===== src/rtl/core/baq_pkg.sv =====
// ----------------------------------------------------------------------------
// baq_pkg
// Shared types and constants for the button auto-repeat qualifier.
// ----------------------------------------------------------------------------
package baq_pkg;

  localparam int NUM_BUTTONS = 16;
  localparam int BTN_W       = 16;
  localparam int NUM_LANES   = (NUM_BUTTONS < BTN_W) ? NUM_BUTTONS : BTN_W;
  localparam int CNT_W       = 4;
  localparam int CFG_ADDR_W  = 2;

  localparam logic [CFG_ADDR_W-1:0] CFG_INITIAL_DELAY = 2'd0;
  localparam logic [CFG_ADDR_W-1:0] CFG_REPEAT_PERIOD = 2'd1;

  localparam logic [CNT_W-1:0] INITIAL_DELAY_RST = 4'hc;
  localparam logic [CNT_W-1:0] REPEAT_PERIOD_RST = 4'd4;

  typedef struct packed {
    logic [CNT_W-1:0] initial_delay;
    logic [CNT_W-1:0] repeat_period;
  } baq_cfg_t;

endpackage


===== src/rtl/core/baq_lane.sv =====
// ----------------------------------------------------------------------------
// baq_lane
// Repeat counter and pass decision for a single button.
// ----------------------------------------------------------------------------
module baq_lane (
  input  logic             clk,
  input  logic             rst_n,
  input  logic             en,
  input  logic             cur,
  input  logic             prev,
  input  baq_pkg::baq_cfg_t cfg,
  output logic             pass
);

  logic [baq_pkg::CNT_W-1:0] cnt_r;
  logic [baq_pkg::CNT_W-1:0] cnt_nxt;
  logic [baq_pkg::CNT_W-1:0] clamped;
  logic                      changed;
  logic                      at_zero;

  always_comb begin
    changed = cur ^ prev;
    clamped = (cnt_r > cfg.initial_delay) ? cfg.initial_delay : cnt_r;
    at_zero = (clamped == '0);
    if (changed) begin
      cnt_nxt = cfg.initial_delay;
    end else if (at_zero) begin
      cnt_nxt = cfg.repeat_period;
    end else begin
      cnt_nxt = clamped - 1'b1;
    end
    pass = changed | at_zero;
  end

  always_ff @(posedge clk) begin
    if (!rst_n) begin
      cnt_r <= '0;
    end else if (en) begin
      cnt_r <= cnt_nxt;
    end
  end

endmodule


===== src/rtl/core/baq_merge.sv =====
// ----------------------------------------------------------------------------
// baq_merge
// Combines the lane decisions into the two masks and holds the result item.
// ----------------------------------------------------------------------------
module baq_merge (
  input  logic                       clk,
  input  logic                       rst_n,
  input  logic                       load,
  input  logic [baq_pkg::BTN_W-1:0]  cur,
  input  logic [baq_pkg::BTN_W-1:0]  prev,
  input  logic [baq_pkg::BTN_W-1:0]  pass,
  input  logic                       out_tready,
  output logic                       out_tvalid,
  output logic [2*baq_pkg::BTN_W-1:0] out_tdata
);

  logic                        valid_r;
  logic [2*baq_pkg::BTN_W-1:0] data_r;
  logic [baq_pkg::BTN_W-1:0]   pressed;
  logic [baq_pkg::BTN_W-1:0]   held;

  always_comb begin
    pressed = ~prev & cur;
    held    = cur & pass;
  end

  always_ff @(posedge clk) begin
    if (!rst_n) begin
      valid_r <= 1'b0;
    end else if (load) begin
      valid_r <= 1'b1;
    end else if (out_tready) begin
      valid_r <= 1'b0;
    end
  end

  always_ff @(posedge clk) begin
    if (load) begin
      data_r <= {held, pressed};
    end
  end

  assign out_tvalid = valid_r;
  assign out_tdata  = data_r;

endmodule


===== src/rtl/core/button_autorepeat_qualifier_unit.sv =====
// ----------------------------------------------------------------------------
// button_autorepeat_qualifier_unit
// Edge and auto-repeat qualification of a button sample, one lane per button.
//
//   Channel  Direction  Payload (low bits first)
//   in_      slave      tdata: cur_buttons[15:0]
//   out_     master     tdata: pressed_mask[15:0], held_mask[15:0]
//   cfg_     write      addr 0 initial_delay, addr 1 repeat_period
//
// One item per cycle while the output is not stalled; the result appears in the
// cycle after acceptance, held in the single output register behind the lane counters.
// Reset is synchronous and clears the counters, the previous sample and the
// configuration to its defaults.
// Input is taken whenever the output register is empty or being drained.
// ----------------------------------------------------------------------------
module button_autorepeat_qualifier_unit (
  input  logic                              clk,
  input  logic                              rst_n,
  input  logic                              in_tvalid,
  output logic                              in_tready,
  input  logic [baq_pkg::BTN_W-1:0]         in_tdata,   // cur_buttons
  output logic                              out_tvalid,
  input  logic                              out_tready,
  output logic [2*baq_pkg::BTN_W-1:0]       out_tdata,  // pressed_mask, held_mask
  input  logic                              cfg_we,
  input  logic [baq_pkg::CFG_ADDR_W-1:0]    cfg_addr,
  input  logic [baq_pkg::CNT_W-1:0]         cfg_wdata
);

  baq_pkg::baq_cfg_t             cfg_r;
  logic [baq_pkg::BTN_W-1:0]     prev_r;
  logic [baq_pkg::BTN_W-1:0]     cur;
  logic [baq_pkg::BTN_W-1:0]     pass;
  logic                          accept;

  assign in_tready = ~out_tvalid | out_tready;
  assign accept    = in_tvalid & in_tready;

  always_comb begin
    cur = '0;
    for (int i = 0; i < baq_pkg::NUM_LANES; i++) begin
      cur[i] = in_tdata[i];
    end
  end

  always_ff @(posedge clk) begin
    if (!rst_n) begin
      cfg_r.initial_delay <= baq_pkg::INITIAL_DELAY_RST;
      cfg_r.repeat_period <= baq_pkg::REPEAT_PERIOD_RST;
    end else if (cfg_we) begin
      case (cfg_addr)
        baq_pkg::CFG_INITIAL_DELAY: cfg_r.initial_delay <= cfg_wdata;
        baq_pkg::CFG_REPEAT_PERIOD: cfg_r.repeat_period <= cfg_wdata;
        default: ;
      endcase
    end
  end

  always_ff @(posedge clk) begin
    if (!rst_n) begin
      prev_r <= '0;
    end else if (accept) begin
      prev_r <= cur;
    end
  end

  for (genvar g = 0; g < baq_pkg::BTN_W; g++) begin : g_lane
    if (g < baq_pkg::NUM_LANES) begin : g_on
      baq_lane u_lane (
        .clk   (clk),
        .rst_n (rst_n),
        .en    (accept),
        .cur   (cur[g]),
        .prev  (prev_r[g]),
        .cfg   (cfg_r),
        .pass  (pass[g])
      );
    end else begin : g_off
      assign pass[g] = 1'b0;
    end
  end

  baq_merge u_merge (
    .clk        (clk),
    .rst_n      (rst_n),
    .load       (accept),
    .cur        (cur),
    .prev       (prev_r),
    .pass       (pass),
    .out_tready (out_tready),
    .out_tvalid (out_tvalid),
    .out_tdata  (out_tdata)
  );

  a_accept_gives_result: assert property (@(posedge clk) disable iff (!rst_n)
    accept |=> out_tvalid)
    else $error("accepted item produced no result");

  a_pressed_in_held: assert property (@(posedge clk) disable iff (!rst_n)
    out_tvalid |-> ((out_tdata[baq_pkg::BTN_W-1:0]
                     & ~out_tdata[2*baq_pkg::BTN_W-1:baq_pkg::BTN_W]) == '0))
    else $error("pressed button missing from held mask");

  a_prev_tracks_input: assert property (@(posedge clk) disable iff (!rst_n)
    accept |=> (prev_r == $past(cur)))
    else $error("previous sample not updated");

  a_no_accept_when_full: assert property (@(posedge clk) disable iff (!rst_n)
    (out_tvalid && !out_tready) |-> !accept)
    else $error("item accepted while result stalled");

endmodule


===== config.mk =====
export PLATFORM = sky130hd
export DESIGN_NAME = button_autorepeat_qualifier_unit
export DESIGN_NICKNAME = d
export VERILOG_FILES = /design/src/rtl/core/baq_pkg.sv /design/src/rtl/core/baq_lane.sv /design/src/rtl/core/baq_merge.sv /design/src/rtl/core/button_autorepeat_qualifier_unit.sv
export SDC_FILE = /design/constraint.sdc
export NUM_CORES = 1
export LEC_CHECK = 0
export BUFFER_PORTS_ARGS = -buffer_cell sky130_fd_sc_hd__buf_2
export CORE_MARGIN = 2
export CORE_UTILIZATION = 28
export DETAILED_ROUTE_END_ITERATION = 10
export SLEW_MARGIN = 20
export SYNTH_ARGS = -nofsm -noshare
export SYNTH_HDL_FRONTEND = slang
export SYNTH_SLANG_ARGS = --single-unit

===== constraint.sdc =====
create_clock -name clk -period 4.9 [get_ports clk]
set_input_delay 0 -clock clk [delete_from_list [all_inputs] [get_ports clk]]
set_output_delay 0 -clock clk [all_outputs]
set_load 0.05 [all_outputs]

After elaboration in Yosys (flattened, before gate mapping)
Cells that the tools add are included.
Operators by class
  order comparisons: 16
  reduce and logical (&&, ||, !) cells: 20
  bitwise gates (word level): 38
  equality and inequality tests: 1
  multipliers: 0
  mux-type cells: 50
  div/mod/pow operators: 0
  $add $sub $neg: 16
  shifts and indexed selects: 0
Operators by type and width (count)
  $mux W4: 48
  $gt A4 B4 Y1: 16
  $logic_not A4 Y1: 16
  $sub A4 B1 Y4 const B: 16
  $and A16 B16 Y16: 2
  $or A1 B1 Y1: 17
  $not A16 Y16: 1
  $xor A1 B1 Y1: 16
  $reduce_and A2 Y1: 2
  $eq A2 B1 Y1 const B: 1
  $logic_not A2 Y1: 1
  $mux W1: 2
  $reduce_bool A2 Y1: 1
  $and A1 B1 Y1: 1
  $not A1 Y1: 1
Storage, ports and cells
  latch bits: 0
  RAM bits: 0
  memories kept: 0
  output and inout bits: 34
  flip-flop bits (word level): 121
  bits of input ports: 27
  bits in read-only memories: 0

Longest topological paths before layout
  word-level depth: 5
  mapped depth: 13

Cells and area by module
From an unflattened synthesis, not the netlist that was laid out.
Unflattened totals
  cell total of the unflattened synthesis: 1418
  area, all modules: 11641.2 um2
Modules (own cells, without submodules)
  baq_lane: seq. area each 80.1 um2, cells an instance 78, area an instance 593.1 um2, times used 16
  baq_merge: seq. area each 980.9 um2, cells an instance 67, area an instance 1202.4 um2, times used 1
  button_autorepeat_qualifier_unit: seq. area each 480.5 um2, cells an instance 103, area an instance 949.7 um2, times used 1

Least setup slack after synthesis
No wires, ideal clock.
  path kind: reg2reg
  from: reg cfg_r[7] in the netlist's numbering
  to: reg g_lane[12].g_on.u_lane.cnt_r[1] in the netlist's numbering
  arrival: 3.600 ns
  buffers on the path: 2
  slack: 1.213 ns
  clock period less this slack: 3.687 ns
  required time: 4.814 ns
  cell stages (with the launch flop): 14
  cells stage by stage: dfxtp_1 > buf_2 > buf_2 > clkinv_1 > ha_1 > and4_1 > a21oi_4 > mux2i_1 > ha_1 > inv_1 > or3_1 > mux2_4 > mux2i_1 > a221oi_2
On the way
  longest elaborated chain between the ends: 5
Ends and longest elaborated chain
  start: declaration: line button_autorepeat_qualifier_unit.sv:30  | baq_pkg::baq_cfg_t cfg_r;
  $gt A4 B4 Y1: line baq_lane.sv:23  | clamped = (cnt_r > cfg.initial_delay) ? cfg.initial_delay : cnt_r;
  $mux W4 (*): line baq_lane.sv:23
  $sub A4 B1 Y4 or $logic_not A4 Y1 (tied branches): line baq_lane.sv:30, baq_lane.sv:24
  $mux W4 (*): line baq_lane.sv:27  | end else if (at_zero) begin
  $mux W4 (*): line baq_lane.sv:25  | if (changed) begin
  end signal: assignment: line baq_lane.sv:39  | cnt_r <= cnt_nxt;
  end: declaration: line baq_lane.sv:15  | logic [baq_pkg::CNT_W-1:0] cnt_r;
Every way passes the cells marked *; elsewhere a longest branch is shown, timed or not.
A chain may end at the register's enable or synchronous reset.

Worst setup path after layout
  from: reg cfg_r[5] in the netlist's numbering
  to: reg g_lane[12].g_on.u_lane.cnt_r[1] in the netlist's numbering
On the way
  longest elaborated chain between the ends: 5
Ends and longest elaborated chain (line)
  $gt A4 B4 Y1: baq_lane.sv:23
  $mux W4: baq_lane.sv:23
  $sub A4 B1 Y4 or $logic_not A4 Y1 (tied branches): baq_lane.sv:30, baq_lane.sv:24
  $mux W4: baq_lane.sv:27
  $mux W4 (*): baq_lane.sv:25
Marks and branches as above.

==> impl_metrics.yaml <==
global_route:
  grt_pass1_wl_um: 44710
  grt_max_degree: 75
  grt_pass1_vias: 8271
  grt_usage_pct: 15.53
  overflow: 0
  antenna_found_initial: 0
timing:
  rsz0062_at_grt: "false"
  slew_violations: 0
  relSlewSlack_pct: 15.17
  period_needed_ns: 3.630
  fin_worst_skew_ns: 0.01731
  fin_tns_setup_ns: 0
  hold_viol_final: 0
  worst_pin_slew_ns: 1.271
  setup_viol: 0
  finalCritPeriodShare_pct: 74.08
  clock.fmax_mhz: 275.5
final_layout:
  n_antenna_cell: 0
  fin_nets: 1253
  nFillCells: 3549
  drive_above_1_share_pct: 18.72
  post-route-util_pct: 32.81
  area_growth_pct: 15.80
clock_network:
  clkSlewWorstSetupHoldPaths_ns: 0.06
  cts_tree: "done"
  cts_setup_buffers: 0
  root_buffer: "clkbuf_16"
  cts_max_path_buffers: 2
  cts_sinks: 121
  cts_buffers: 17
  clkLatencyLatePin_ns: 0.43
  htreeDepth: 4
worst_setup_path:
  start_kind: "flip-flop"
  cp.arrival_ns: 3.97
  r2r_slack_ns: 1.27
  crit_cells: 13
  cp_slowest_cell: "buf_4"
  cp-endpoint: "g_lane[12].g_on.u_lane.cnt_r[1]"
  cpPeakStageDelay_ns: 0.35
  crit_buf_inv: 3
  worstSetupPathType: "reg2reg"
  cp.required_ns: 5.24
  critPathLaunch: "cfg_r[5]"
  reg2reg_depth: 13
  timing.rr.start: "cfg_r[5]"
  cp_top_family: "buffers and inverters"
  cp_cell_sequence: "clkinv_1 -> buf_4 -> ha_1 -> nor2b_1 -> o211ai_1 -> a21oi_4 -> mux2i_1 -> ha_1 -> inv_1 -> or3_1 -> mux2_4 -> mux2i_1 -> a221oi_2"
  cp-end-kind: "flip-flop"
  regToRegEndpoint: "g_lane[12].g_on.u_lane.cnt_r[1]"
  path_max_fanout: 14
floorplan:
  start_util_pct: 28.33
  die_y_um: 190.5
  die_width_um: 190.5
  dieArea_um2: 36290
  rows: 68
  top_level_ports: 61
  core_area_um2: 34370
logic_synthesis:
  synth_most_common_cell: "nand2_1"
  synth_top_flop_cell: "dfxtp_1"
  synth.avg_cell_area_um2: 9.076
  yosys.cell_types.count: 54
  synth_cells: 1073
  synth_area_leaders: "dfxtp_1, ha_1, edfxtp_1"
  synth-edff-count: 32
  ys_ff_latch: 121
  synthArstFlopShare_pct: 0
  ys_warn_count: 0
  yosys.area.top_type_share_pct: 18.30
  synth_area_um2: 9738
  synth_area_leader_cell: "dfxtp_1"
  syn_nets: 1196
  synthTopCellsByCount: "nand2_1, ha_1, dfxtp_1"
  synth-seq-area-share_pct: 28.16
min_path:
  hold_path.class: "in2reg"
  whs_path_depth: 3
detailed_routing:
  vias_per_cell: 5.238
  drt-total-wl_um: 27460
  antenna_left: 0
  first_iter_violations: 639
  via_count: 8370
  first_pass_iters: 6
  post_drt_wl_per_cell_um: 17.18
  drcViolationCount: 0
power_and_ir_drop:
  powerDensity_nw_per_um2: 330.9
  p_leak_nw: 4.417
  ir_drop_mv: 0.1871
placement:
  port_buffers: 60
  place_congestion: 0.8075
  detailed_place_hpwl_um: 16920
flow_run:
  maxCapViolations: 0
status:
  outcome: "completed"
## layout make-up
type                            count  area [um^2]  share of cell area (%)
Sequential cell                   121         2744                   24.33
Timing Repair Buffer               95        618.1                   5.481
Clock inverter                     14        152.6                   1.354
Tap cell                          455        569.3                   5.048
Multi-Input combinational cell    838         6548                   58.06
Inverter                           57        216.5                   1.919
Clock buffer                       18        429.2                   3.806
## timing repair
action | CTS | global route
gates resized for setup | 0 | 0
setup endpoints to repair | 0 | 0
endpoints found under the hold margin | 57 | 0
hold buffers | 22 | 0
## per-layer routing
layer / GRT usage [%] / up-vias / routed length [um]
met5: 0 / - / 0
met4: 4.919 / 0 / 622
met2: 26.97 / 217 / 13340
met3: 2.760 / 40 / 1410
met1: 19.42 / 4019 / 12080
li1: - / 4094 / -
## where the power goes
part	internal, mW	switching (mW)	leakage (nW)	total (mW)
Sequential	1.13	0.103	1.05	1.23
Combinational	0.539	0.699	3.09	1.24
Clock	0.750	0.513	0.272	1.26
Total	2.42	1.32	4.42	3.73
## sequential cells by signal (all words and copies together), names as in the netlist
signal and cells:
u_merge.out_tdata 32, cfg_r 8, g_lane.g_on.u_lane.cnt_r 64, prev_r 16, u_merge.out_tvalid 1
## per-stage QoR
step           hold slack (ns)  total power, mW  instances  setup slack [ns]  area, um^2
2_1_floorplan           0.1251            2.205       1073             1.213        9738
3_3_place_gp            0.2359            2.443       1544             1.363       10480
3_5_place_dp            0.2443            2.470       1544             1.265       10480
4_1_cts               0.008341            3.759       1598             1.254       11280
5_1_grt                0.03820            3.946       1598            0.9844       11280
6_report               0.01646            3.732       1598             1.270       11280
## cells by family after synthesis
logic type	Yosys count	share of synthesized area (%)
compound gates	288	24.23
fa+ha+maj	96	12.33
buf+inv	114	4.625
flops	121	28.16
mux	120	13.67
simple gates	334	16.97
## worst min path at each step
| stage | start | to | slack [ns] |
|---|---|---|---|
| after detailed placement | cfg_wdata[2] | cfg_r[2] | 0.24 |
| final | cfg_addr[1] | cfg_r[6] | 0.02 |
| after global routing | cfg_addr[1] | cfg_r[6] | 0.04 |
| after CTS | cfg_addr[1] | cfg_r[6] | 0.008 |
| after global placement | cfg_wdata[2] | cfg_r[2] | 0.24 |
| after floorplan | cfg_wdata[2] | cfg_r[2] | 0.13 |
## worst min-delay path: cells and delay by family
kind	cells	cell delay (ns)
buf+inv	1	0.08
simple gates	1	0.13
compound gates	1	0.18
## cells in the final DEF, fill, tap and decap left out, drive strengths merged, types with 14 or more instances in the layout
cell           n
inv           55
nor2b         23
a21oi         58
a21boi        18
a41oi         16
dlygate4sd3   22
nand3         14
buf           73
mux2          38
o21ai         68
a31oi         14
ha            96
nor2          64
o211ai        33
mux2i         82
edfxtp        32
nand2        145
clkbuf        18
dfxtp         89
or3           36
Note: power is estimated with default switching activity, not from simulation.
